[src/design/ntpc_pkg.sv]
// Shared types, constants and calendar helpers for the NTP seconds to calendar converter.
package ntpc_pkg;

   localparam int unsigned SubWidth = 18;

   localparam logic [16:0]         SecondsPerDay    = 17'd86400;
   localparam logic [16:0]         SecondsPerHour   = 17'd3600;
   localparam logic [16:0]         SecondsPerMinute = 17'd60;
   // ceil(2^35/675), ceil(2^21/225), ceil(2^14/15): exact quotients for
   // (seconds >> 7) / 675, (time of day >> 4) / 225 and (seconds of hour >> 2) / 15
   localparam logic [25:0]         DayRecip         = 26'd50903317;
   localparam logic [13:0]         HourRecip        = 14'd9321;
   localparam logic [10:0]         MinuteRecip      = 11'd1093;
   localparam logic [10:0]         EpochYear        = 11'd1900;
   localparam logic [6:0]          EpochYearMod100  = 7'd0;
   localparam logic [1:0]          EpochCentMod4    = 2'd3;
   localparam logic [SubWidth-1:0] DaysCommonYear   = 18'd365;
   localparam logic [SubWidth-1:0] DaysLeapYear     = 18'd366;
   localparam logic [3:0]          LastMonth        = 4'd11;

   typedef logic [SubWidth-1:0] operand_type;

   typedef struct packed {
      logic        ge;
      operand_type diff;
   } sub_result_type;

   // month index 0..11
   function automatic operand_type days_in_month(input logic leap, input logic [3:0] m);
      operand_type d;
      unique case (m)
         4'd1:                         d = leap ? 18'd29 : 18'd28;
         4'd3, 4'd5, 4'd8, 4'd10:      d = 18'd30;
         default:                      d = 18'd31;
      endcase
      return d;
   endfunction

endpackage

[src/design/ntpc_if.sv]
// Valid/ready channel interfaces for timestamp request and calendar response beats.
interface ntpc_req_if;
   logic        valid;
   logic        ready;
   logic [31:0] ntp_seconds;
   modport source (output valid, output ntp_seconds, input ready);
   modport sink   (input valid, input ntp_seconds, output ready);
endinterface

interface ntpc_rsp_if;
   logic        valid;
   logic        ready;
   logic [4:0]  day_of_month;
   logic [3:0]  month_number;
   logic [10:0] year_number;
   logic [4:0]  hour_of_day;
   logic [5:0]  minute_of_hour;
   logic [5:0]  second_of_minute;
   modport source (output valid, output day_of_month, output month_number,
                   output year_number, output hour_of_day, output minute_of_hour,
                   output second_of_minute, input ready);
   modport sink   (input valid, input day_of_month, input month_number,
                   input year_number, input hour_of_day, input minute_of_hour,
                   input second_of_minute, output ready);
endinterface

[src/design/ntpc_sub.sv]
// Shared compare-and-subtract unit used by the remainder, year and month steps of the conversion sequencer.
module ntpc_sub
   import ntpc_pkg::*;
(
   input  operand_type    sub_a,
   input  operand_type    sub_b,
   output sub_result_type sub_res
);

   logic [SubWidth:0] wide_diff;

   assign wide_diff    = {1'b0, sub_a} - {1'b0, sub_b};
   assign sub_res.ge   = ~wide_diff[SubWidth];
   assign sub_res.diff = wide_diff[SubWidth-1:0];

endmodule

[src/design/ntp_seconds_to_calendar_core.sv]
// Top level: NTP seconds to Gregorian date and time of day, one shared subtractor.
// Steps from the accepted request beat: days, time of day, hour, hour remainder, minute,
// second remainder, repeated year and month steps, then done until the response is free.
// Days, hours and minutes come from constant reciprocal multiplies, each remainder from one
// pass through the subtractor. One beat at a time; ready only while idle.
// Reset: synchronous, active high; clears the sequencer and the response valid.
module ntp_seconds_to_calendar_core
   import ntpc_pkg::*;
(
   input  logic              clock,
   input  logic              reset,
   ntpc_req_if.sink          req_if,
   ntpc_rsp_if.source        rsp_if
);

   typedef enum logic [9:0] {
      ST_IDLE  = 10'b0000000001,
      ST_DAYS  = 10'b0000000010,
      ST_TOD   = 10'b0000000100,
      ST_HOUR  = 10'b0000001000,
      ST_HREM  = 10'b0000010000,
      ST_MIN   = 10'b0000100000,
      ST_SREM  = 10'b0001000000,
      ST_YEAR  = 10'b0010000000,
      ST_MONTH = 10'b0100000000,
      ST_DONE  = 10'b1000000000
   } state_type;

   state_type      state_ff, state_in;
   logic [31:0]    secs_ff, secs_in;
   logic [15:0]    days_ff, days_in;
   logic [16:0]    rem_ff, rem_in;
   logic [10:0]    year_ff, year_in;
   logic [6:0]     mod100_ff, mod100_in;
   logic [1:0]     cent4_ff, cent4_in;
   logic [3:0]     month_ff, month_in;
   logic [4:0]     hour_ff, hour_in;
   logic [5:0]     minute_ff, minute_in;
   logic           rsp_valid_ff, rsp_valid_in;
   logic [4:0]     rsp_day_ff, rsp_day_in;
   logic [3:0]     rsp_month_ff, rsp_month_in;
   logic [10:0]    rsp_year_ff, rsp_year_in;
   logic [4:0]     rsp_hour_ff, rsp_hour_in;
   logic [5:0]     rsp_minute_ff, rsp_minute_in;
   logic [5:0]     rsp_second_ff, rsp_second_in;

   operand_type    sub_a, sub_b;
   sub_result_type sub_res;
   logic           leap;
   logic           req_accept;
   logic           rsp_load;
   logic [50:0]    day_prod;
   logic [26:0]    hour_prod;
   logic [20:0]    minute_prod;
   logic [16:0]    day_secs;
   logic [16:0]    hour_secs;
   logic [16:0]    minute_secs;

   ntpc_sub u_sub (
      .sub_a   (sub_a),
      .sub_b   (sub_b),
      .sub_res (sub_res)
   );

   assign leap       = (year_ff[1:0] == 2'd0) && ((mod100_ff != 7'd0) || (cent4_ff == 2'd0));
   assign req_accept = req_if.valid && req_if.ready;
   assign rsp_load   = (state_ff == ST_DONE) && (!rsp_valid_ff || rsp_if.ready);

   // quotients by reciprocal multiply, products kept modulo 2^17 for the remainders
   assign day_prod    = {26'd0, secs_ff[31:7]} * {25'd0, DayRecip};
   assign hour_prod   = {14'd0, rem_ff[16:4]} * {13'd0, HourRecip};
   assign minute_prod = {11'd0, rem_ff[11:2]} * {10'd0, MinuteRecip};
   assign day_secs    = {1'b0, days_ff} * SecondsPerDay;
   assign hour_secs   = {12'd0, hour_ff} * SecondsPerHour;
   assign minute_secs = {11'd0, minute_ff} * SecondsPerMinute;

   assign req_if.ready            = (state_ff == ST_IDLE);
   assign rsp_if.valid            = rsp_valid_ff;
   assign rsp_if.day_of_month     = rsp_day_ff;
   assign rsp_if.month_number     = rsp_month_ff;
   assign rsp_if.year_number      = rsp_year_ff;
   assign rsp_if.hour_of_day      = rsp_hour_ff;
   assign rsp_if.minute_of_hour   = rsp_minute_ff;
   assign rsp_if.second_of_minute = rsp_second_ff;

   // operand select for the shared unit
   always_comb begin
      unique case (state_ff)
         ST_TOD: begin
            sub_a = {1'b0, secs_ff[16:0]};
            sub_b = {1'b0, day_secs};
         end
         ST_HREM: begin
            sub_a = {1'b0, rem_ff};
            sub_b = {1'b0, hour_secs};
         end
         ST_SREM: begin
            sub_a = {1'b0, rem_ff};
            sub_b = {1'b0, minute_secs};
         end
         ST_YEAR: begin
            sub_a = {2'b00, days_ff};
            sub_b = leap ? DaysLeapYear : DaysCommonYear;
         end
         ST_MONTH: begin
            sub_a = {2'b00, days_ff};
            sub_b = days_in_month(leap, month_ff);
         end
         default: begin
            sub_a = '0;
            sub_b = '0;
         end
      endcase
   end

   always_comb begin
      state_in      = state_ff;
      secs_in       = secs_ff;
      days_in       = days_ff;
      rem_in        = rem_ff;
      year_in       = year_ff;
      mod100_in     = mod100_ff;
      cent4_in      = cent4_ff;
      month_in      = month_ff;
      hour_in       = hour_ff;
      minute_in     = minute_ff;
      rsp_valid_in  = rsp_valid_ff && !rsp_if.ready;
      rsp_day_in    = rsp_day_ff;
      rsp_month_in  = rsp_month_ff;
      rsp_year_in   = rsp_year_ff;
      rsp_hour_in   = rsp_hour_ff;
      rsp_minute_in = rsp_minute_ff;
      rsp_second_in = rsp_second_ff;

      unique case (state_ff)
         ST_IDLE: begin
            if (req_accept) begin
               secs_in   = req_if.ntp_seconds;
               year_in   = EpochYear;
               mod100_in = EpochYearMod100;
               cent4_in  = EpochCentMod4;
               month_in  = '0;
               state_in  = ST_DAYS;
            end
         end
         ST_DAYS: begin
            days_in  = day_prod[50:35];
            state_in = ST_TOD;
         end
         ST_TOD: begin
            rem_in   = sub_res.diff[16:0];
            state_in = ST_HOUR;
         end
         ST_HOUR: begin
            hour_in  = hour_prod[25:21];
            state_in = ST_HREM;
         end
         ST_HREM: begin
            rem_in   = sub_res.diff[16:0];
            state_in = ST_MIN;
         end
         ST_MIN: begin
            minute_in = minute_prod[19:14];
            state_in  = ST_SREM;
         end
         ST_SREM: begin
            rem_in   = sub_res.diff[16:0];
            state_in = ST_YEAR;
         end
         ST_YEAR: begin
            if (sub_res.ge) begin
               days_in = sub_res.diff[15:0];
               year_in = year_ff + 11'd1;
               if (mod100_ff == 7'd99) begin
                  mod100_in = '0;
                  cent4_in  = cent4_ff + 2'd1;
               end else begin
                  mod100_in = mod100_ff + 7'd1;
               end
            end else begin
               state_in = ST_MONTH;
            end
         end
         ST_MONTH: begin
            if (month_ff != LastMonth && sub_res.ge) begin
               days_in  = sub_res.diff[15:0];
               month_in = month_ff + 4'd1;
            end else begin
               state_in = ST_DONE;
            end
         end
         ST_DONE: begin
            if (rsp_load) begin
               rsp_valid_in  = 1'b1;
               rsp_day_in    = days_ff[4:0] + 5'd1;
               rsp_month_in  = month_ff + 4'd1;
               rsp_year_in   = year_ff;
               rsp_hour_in   = hour_ff;
               rsp_minute_in = minute_ff;
               rsp_second_in = rem_ff[5:0];
               state_in      = ST_IDLE;
            end
         end
         default: begin
            state_in = ST_IDLE;
         end
      endcase
   end

   always_ff @(posedge clock) begin
      if (reset) begin
         state_ff     <= ST_IDLE;
         rsp_valid_ff <= 1'b0;
      end else begin
         state_ff     <= state_in;
         rsp_valid_ff <= rsp_valid_in;
      end
   end

   always_ff @(posedge clock) begin
      secs_ff       <= secs_in;
      days_ff       <= days_in;
      rem_ff        <= rem_in;
      year_ff       <= year_in;
      mod100_ff     <= mod100_in;
      cent4_ff      <= cent4_in;
      month_ff      <= month_in;
      hour_ff       <= hour_in;
      minute_ff     <= minute_in;
      rsp_day_ff    <= rsp_day_in;
      rsp_month_ff  <= rsp_month_in;
      rsp_year_ff   <= rsp_year_in;
      rsp_hour_ff   <= rsp_hour_in;
      rsp_minute_ff <= rsp_minute_in;
      rsp_second_ff <= rsp_second_in;
   end

   a_accept_starts_days: assert property (@(posedge clock) disable iff (reset)
      req_accept |=> (state_ff == ST_DAYS))
      else $error("accepted beat did not start the conversion");

   a_tod_in_range: assert property (@(posedge clock) disable iff (reset)
      (state_ff == ST_HOUR) |-> (rem_ff < 17'd86400))
      else $error("time of day out of range");

   a_year_in_range: assert property (@(posedge clock) disable iff (reset)
      (state_ff == ST_YEAR) |-> (year_ff <= 11'd2036) && (rem_ff < 17'd60))
      else $error("year or seconds out of range");

   a_month_in_range: assert property (@(posedge clock) disable iff (reset)
      (state_ff == ST_MONTH) |-> (month_ff <= LastMonth))
      else $error("month index out of range");

   a_rsp_fields: assert property (@(posedge clock) disable iff (reset)
      rsp_valid_ff |-> (rsp_day_ff != 5'd0) && (rsp_month_ff != 4'd0)
                       && (rsp_month_ff <= 4'd12) && (rsp_hour_ff <= 5'd23)
                       && (rsp_minute_ff <= 6'd59) && (rsp_second_ff <= 6'd59))
      else $error("response field out of range");

   a_done_loads: assert property (@(posedge clock) disable iff (reset)
      rsp_load |=> rsp_valid_ff && (state_ff == ST_IDLE))
      else $error("finished result not moved to the response register");

endmodule
[src/flat_wrapper.sv]
// flat-port wrapper written by rule: the top's interface ports become plain ports
module ntp_seconds_to_calendar_core_flat import ntpc_pkg::*;
  (clock, reset, req_if_valid, req_if_ntp_seconds, req_if_ready, rsp_if_valid, rsp_if_day_of_month, rsp_if_month_number, rsp_if_year_number, rsp_if_hour_of_day, rsp_if_minute_of_hour, rsp_if_second_of_minute, rsp_if_ready);
  ntpc_req_if req_if_i ();
  ntpc_rsp_if rsp_if_i ();
  input  logic clock;
  input  logic reset;
  input wire logic [$bits(req_if_i.valid)-1:0] req_if_valid;
  input wire logic [$bits(req_if_i.ntp_seconds)-1:0] req_if_ntp_seconds;
  output wire logic [$bits(req_if_i.ready)-1:0] req_if_ready;
  output wire logic [$bits(rsp_if_i.valid)-1:0] rsp_if_valid;
  output wire logic [$bits(rsp_if_i.day_of_month)-1:0] rsp_if_day_of_month;
  output wire logic [$bits(rsp_if_i.month_number)-1:0] rsp_if_month_number;
  output wire logic [$bits(rsp_if_i.year_number)-1:0] rsp_if_year_number;
  output wire logic [$bits(rsp_if_i.hour_of_day)-1:0] rsp_if_hour_of_day;
  output wire logic [$bits(rsp_if_i.minute_of_hour)-1:0] rsp_if_minute_of_hour;
  output wire logic [$bits(rsp_if_i.second_of_minute)-1:0] rsp_if_second_of_minute;
  input wire logic [$bits(rsp_if_i.ready)-1:0] rsp_if_ready;
  assign req_if_i.valid = req_if_valid;
  assign req_if_i.ntp_seconds = req_if_ntp_seconds;
  assign req_if_ready = req_if_i.ready;
  assign rsp_if_valid = rsp_if_i.valid;
  assign rsp_if_day_of_month = rsp_if_i.day_of_month;
  assign rsp_if_month_number = rsp_if_i.month_number;
  assign rsp_if_year_number = rsp_if_i.year_number;
  assign rsp_if_hour_of_day = rsp_if_i.hour_of_day;
  assign rsp_if_minute_of_hour = rsp_if_i.minute_of_hour;
  assign rsp_if_second_of_minute = rsp_if_i.second_of_minute;
  assign rsp_if_i.ready = rsp_if_ready;
  ntp_seconds_to_calendar_core u_core (.clock(clock), .reset(reset), .req_if(req_if_i), .rsp_if(rsp_if_i));
endmodule
[config.mk]
export PLATFORM = sky130hd
export DESIGN_NAME = ntp_seconds_to_calendar_core_flat
export DESIGN_NICKNAME = d
export VERILOG_FILES = /design/src/design/ntpc_pkg.sv /design/src/design/ntpc_if.sv /design/src/design/ntpc_sub.sv /design/src/design/ntp_seconds_to_calendar_core.sv /design/src/flat_wrapper.sv
export SDC_FILE = /design/constraint.sdc
export NUM_CORES = 1
export LEC_CHECK = 0
export BUFFER_PORTS_ARGS = -buffer_cell sky130_fd_sc_hd__buf_2
export CAP_MARGIN = 20
export CORE_MARGIN = 4
export CORE_UTILIZATION = 55
export CTS_CLUSTER_DIAMETER = 150
export DETAILED_ROUTE_END_ITERATION = 16
export PLACE_DENSITY = 0.73
export REMOVE_ABC_BUFFERS = 1
export SLEW_MARGIN = 10
export SYNTH_ARGS = -nofsm -noshare
export SYNTH_HDL_FRONTEND = slang
export SYNTH_SLANG_ARGS = --single-unit
[constraint.sdc]
create_clock -name clock -period 17.7 [get_ports clock]
set_input_delay 0.885 -clock clock [delete_from_list [all_inputs] [get_ports clock]]
set_output_delay 0.885 -clock clock [all_outputs]
set_load 0.01 [all_outputs]
==> impl_metrics.tcl <==
set metrics [dict create \
    timing.final.crit_share 0.3998 \
    final_hold_viol_count 0 \
    grt.overflow.total 0 \
    cts_tree "done" \
    synth_cells 1992 \
    nets 2842 \
    vias 14256 \
    drc 0 \
    rr_startpoint "u_core.secs_ff[15]$_DFFE_PP_" \
    synth_warnings 0 \
    crit_family "adder cells" \
    grt_pass1_wl_um 78920 \
    crit_fanout 9 \
    cts_hold_buffers 0 \
    startpoint "u_core.secs_ff[15]$_DFFE_PP_" \
    htreeDepth 4 \
    diodes 0 \
    setup_viol 0 \
    dieArea_sq_um 41220 \
    drtPass1Iterations 9 \
    grt_max_degree 45 \
    cts_resized 0 \
    layout_commonest_cell "inv_1" \
    yosysTopAreaCell "ha_1" \
    slew_viol_final 0 \
    antenna_found_initial 0 \
    end_kind "register" \
    crit_slowest_cell "edfxtp_1" \
    final_util 0.5992 \
    crit_path_end "u_core.days_ff[12]$_DFFE_PP_" \
    fp.dieW_um 203.0 \
    worst-setup-path-type "reg -> reg" \
    rsz0062_at_grt "false" \
    cap_violations 0 \
    rows 71 \
    place_ws_ns 10.79 \
    drive_gt1_frac 0.06355 \
    worstReg2RegEnd "u_core.days_ff[12]$_DFFE_PP_" \
    async_flop_share 0 \
    netlist.area_leader.share 0.2930 \
    grt_pass1_vias 15241 \
    crit_required_ns 17.88 \
    pin_count 75 \
    ys.flop_type "edfxtp_1" \
    clock_latency_ns 0.44 \
    setup_tns_ns 0 \
    seq_area_frac_synth 0.2072 \
    path_buf_inv 4 \
    min_path_type "reg -> reg" \
    cts_buffers 17 \
    ys_types 69 \
    reg2reg_slack_ns 10.62 \
    initial_core_util 0.5568 \
    cp-start-kind "register" \
    grt_use_total 0.2435 \
    clk_pin_slew_worst_paths_ns 0.06 \
    portBuffers 74 \
    synth_area_sq_um 20920 \
    fmax_ghz 0.1413 \
    clockBufferDepth 2 \
    worst_pin_slew_ns 1.007 \
    crit_path_cell_trace "inv_1, fa_1, fa_1, inv_1, fa_1, inv_1, fa_1, fa_1, fa_1, inv_1, ha_1, and4_1, nand3_1, nor4_1, o211a_1, a211oi_4, o21bai_2, a221oi_2, xnor2_1, mux2_2" \
    period_minus_slack_ns 7.077 \
    die_h_um 203.0 \
    worst_path_most_repeated_cell "fa_1" \
    cts_setup_buffers 0 \
    syn_avg_cell_area_sq_um 10.50 \
    arrival_ns 7.25 \
    drt-wirelength-per-cell_um 18.61 \
    ff2ff_path_depth 20 \
    core_area_sq_um 37580 \
    synth_seq_cells 148 \
    clkSinkCount 148 \
    path_depth 20 \
    gp_congestion 1.037 \
    netlist_top_cells_area "ha_1 29%, fa_1 23%, edfxtp_1 20%" \
    status "complete, no violations" \
    ant_nets 0 \
    layout_common_cells "524 x inv_1, 490 x ha_1, 236 x fa_1" \
    finalClockSkew_ns 0.02042 \
    drtIter0Drc 870 \
    finalWirelength_um 48460 \
    clock-root-buffer "clkbuf_16" \
    areaGrowthSynthToFinish_pct 7.619 \
    slew_headroom 0.3270 \
    synth_edf_count 137 \
    max_stage_delay_ns 0.69 \
    dp_hpwl_um 41140 \
    vias_per_cell 5.475 \
    hold_slack_ns 0.4667 \
    layout_setup_ws_ns 10.62 \
]
layer usage:
layer	GRT usage	part of all wire	vias up
li1	-	-	6770
met5	0	0	-
met2	0.4134	0.48	445
met4	0.09058	0.041	0
met1	0.3174	0.42	6928
met3	0.03817	0.061	113
logic make-up after synthesis:
family	synth area share
AO/OA/AOI/OAI	0.08439
AND/OR/NAND/NOR	0.05406
multiplexers	0.002153
flip-flops	0.2072
buffers and inverters	0.09694
XOR/XNOR	0.03642
adder cells (fa/ha/maj)	0.5189
synth_stat cells, types with 4 or more instances:
| master | n |
|---|---|
| edfxtp_1 | 137 |
| dfxtp_1 | 11 |
| a21o_1 | 33 |
| and4_1 | 4 |
| o21a_1 | 6 |
| a22oi_1 | 6 |
| nand4_1 | 12 |
| a21oi_1 | 67 |
| xnor2_1 | 55 |
| ha_1 | 490 |
| a221oi_1 | 6 |
| nor2b_1 | 7 |
| o21ai_0 | 36 |
| a222oi_1 | 19 |
| nor3b_1 | 4 |
| a31oi_1 | 8 |
| clkbuf_1 | 7 |
| nor3_1 | 14 |
| fa_1 | 236 |
| o21bai_1 | 14 |
| a2111oi_0 | 4 |
| nand2_1 | 56 |
| a211oi_1 | 10 |
| inv_1 | 524 |
| nand2b_1 | 9 |
| o21ai_1 | 10 |
| and3_1 | 11 |
| mux2_2 | 4 |
| xor2_1 | 32 |
| nor2_1 | 69 |
| nand3_1 | 22 |
| nor4_1 | 4 |
| o211ai_1 | 6 |
| and2_1 | 7 |
| buf_2 | 4 |
worst min-delay path by stage:
stage | startpoint | depth (start not counted) | end | slack (ns)
2_1_floorplan | u_core.rem_ff[0]$_DFFE_PP_ | 0 | u_core.rsp_if.second_of_minute[0]$_DFFE_PP_ | 0.43
3_3_place_gp | u_core.rem_ff[0]$_DFFE_PP_ | 0 | u_core.rsp_if.second_of_minute[0]$_DFFE_PP_ | 0.44
3_5_place_dp | u_core.rem_ff[0]$_DFFE_PP_ | 0 | u_core.rsp_if.second_of_minute[0]$_DFFE_PP_ | 0.45
4_1_cts | u_core.rem_ff[0]$_DFFE_PP_ | 0 | u_core.rsp_if.second_of_minute[0]$_DFFE_PP_ | 0.46
5_1_grt | u_core.rem_ff[0]$_DFFE_PP_ | 0 | u_core.rsp_if.second_of_minute[0]$_DFFE_PP_ | 0.48
6_report | u_core.rem_ff[0]$_DFFE_PP_ | 0 | u_core.rsp_if.second_of_minute[0]$_DFFE_PP_ | 0.47
through the flow:
step,instances,instance area [sq um]
after global routing,2604,22520
after detailed placement,2570,21930
final,2604,22520
after CTS,2602,22500
after floorplan,1979,20860
after global placement,2570,21930
final cells by class:
| type | count | area [sq um] |
|---|---|---|
| Fill cell | 3038 | 15060 |
| Multi-Input combinational cell | 1307 | 14570 |
| Sequential cell | 148 | 4334 |
| Inverter | 524 | 1967 |
| Tap cell | 511 | 639.4 |
| Timing Repair Buffer | 82 | 431.7 |
| Clock buffer | 17 | 425.4 |
| Clock inverter | 15 | 145.1 |
worst reg2reg max path, cell delays in order (launching register included):
cell	delay [ns]
edfxtp_1	0.69
inv_1	0.35
fa_1	0.58
fa_1	0.55
inv_1	0.07
fa_1	0.52
inv_1	0.06
fa_1	0.47
fa_1	0.52
fa_1	0.54
inv_1	0.04
ha_1	0.34
and4_1	0.25
nand3_1	0.14
nor4_1	0.59
o211a_1	0.29
a211oi_4	0.08
o21bai_2	0.24
a221oi_2	0.10
xnor2_1	0.14
mux2_2	0.26
registers in the layout (all words and copies together), names as in the netlist:
register / flops
u_core.rsp_if.second_of_minute: 6
u_core.state_ff: 10
u_core.cent4_ff: 2
u_core.rsp_if.month_number: 4
u_core.rsp_if.hour_of_day: 5
u_core.rsp_if.year_number: 11
u_core.rsp_if.minute_of_hour: 6
u_core.rem_ff: 17
u_core.days_ff: 16
u_core.hour_ff: 5
u_core.year_ff: 11
u_core.mod100_ff: 7
u_core.minute_ff: 6
u_core.rsp_if.day_of_month: 5
u_core.rsp_if.valid: 1
u_core.secs_ff: 32
u_core.month_ff: 4
Power is left out: the tool's default activity adds up to more than one toggle a clock period on the data nets, which glitch-free logic cannot reach.
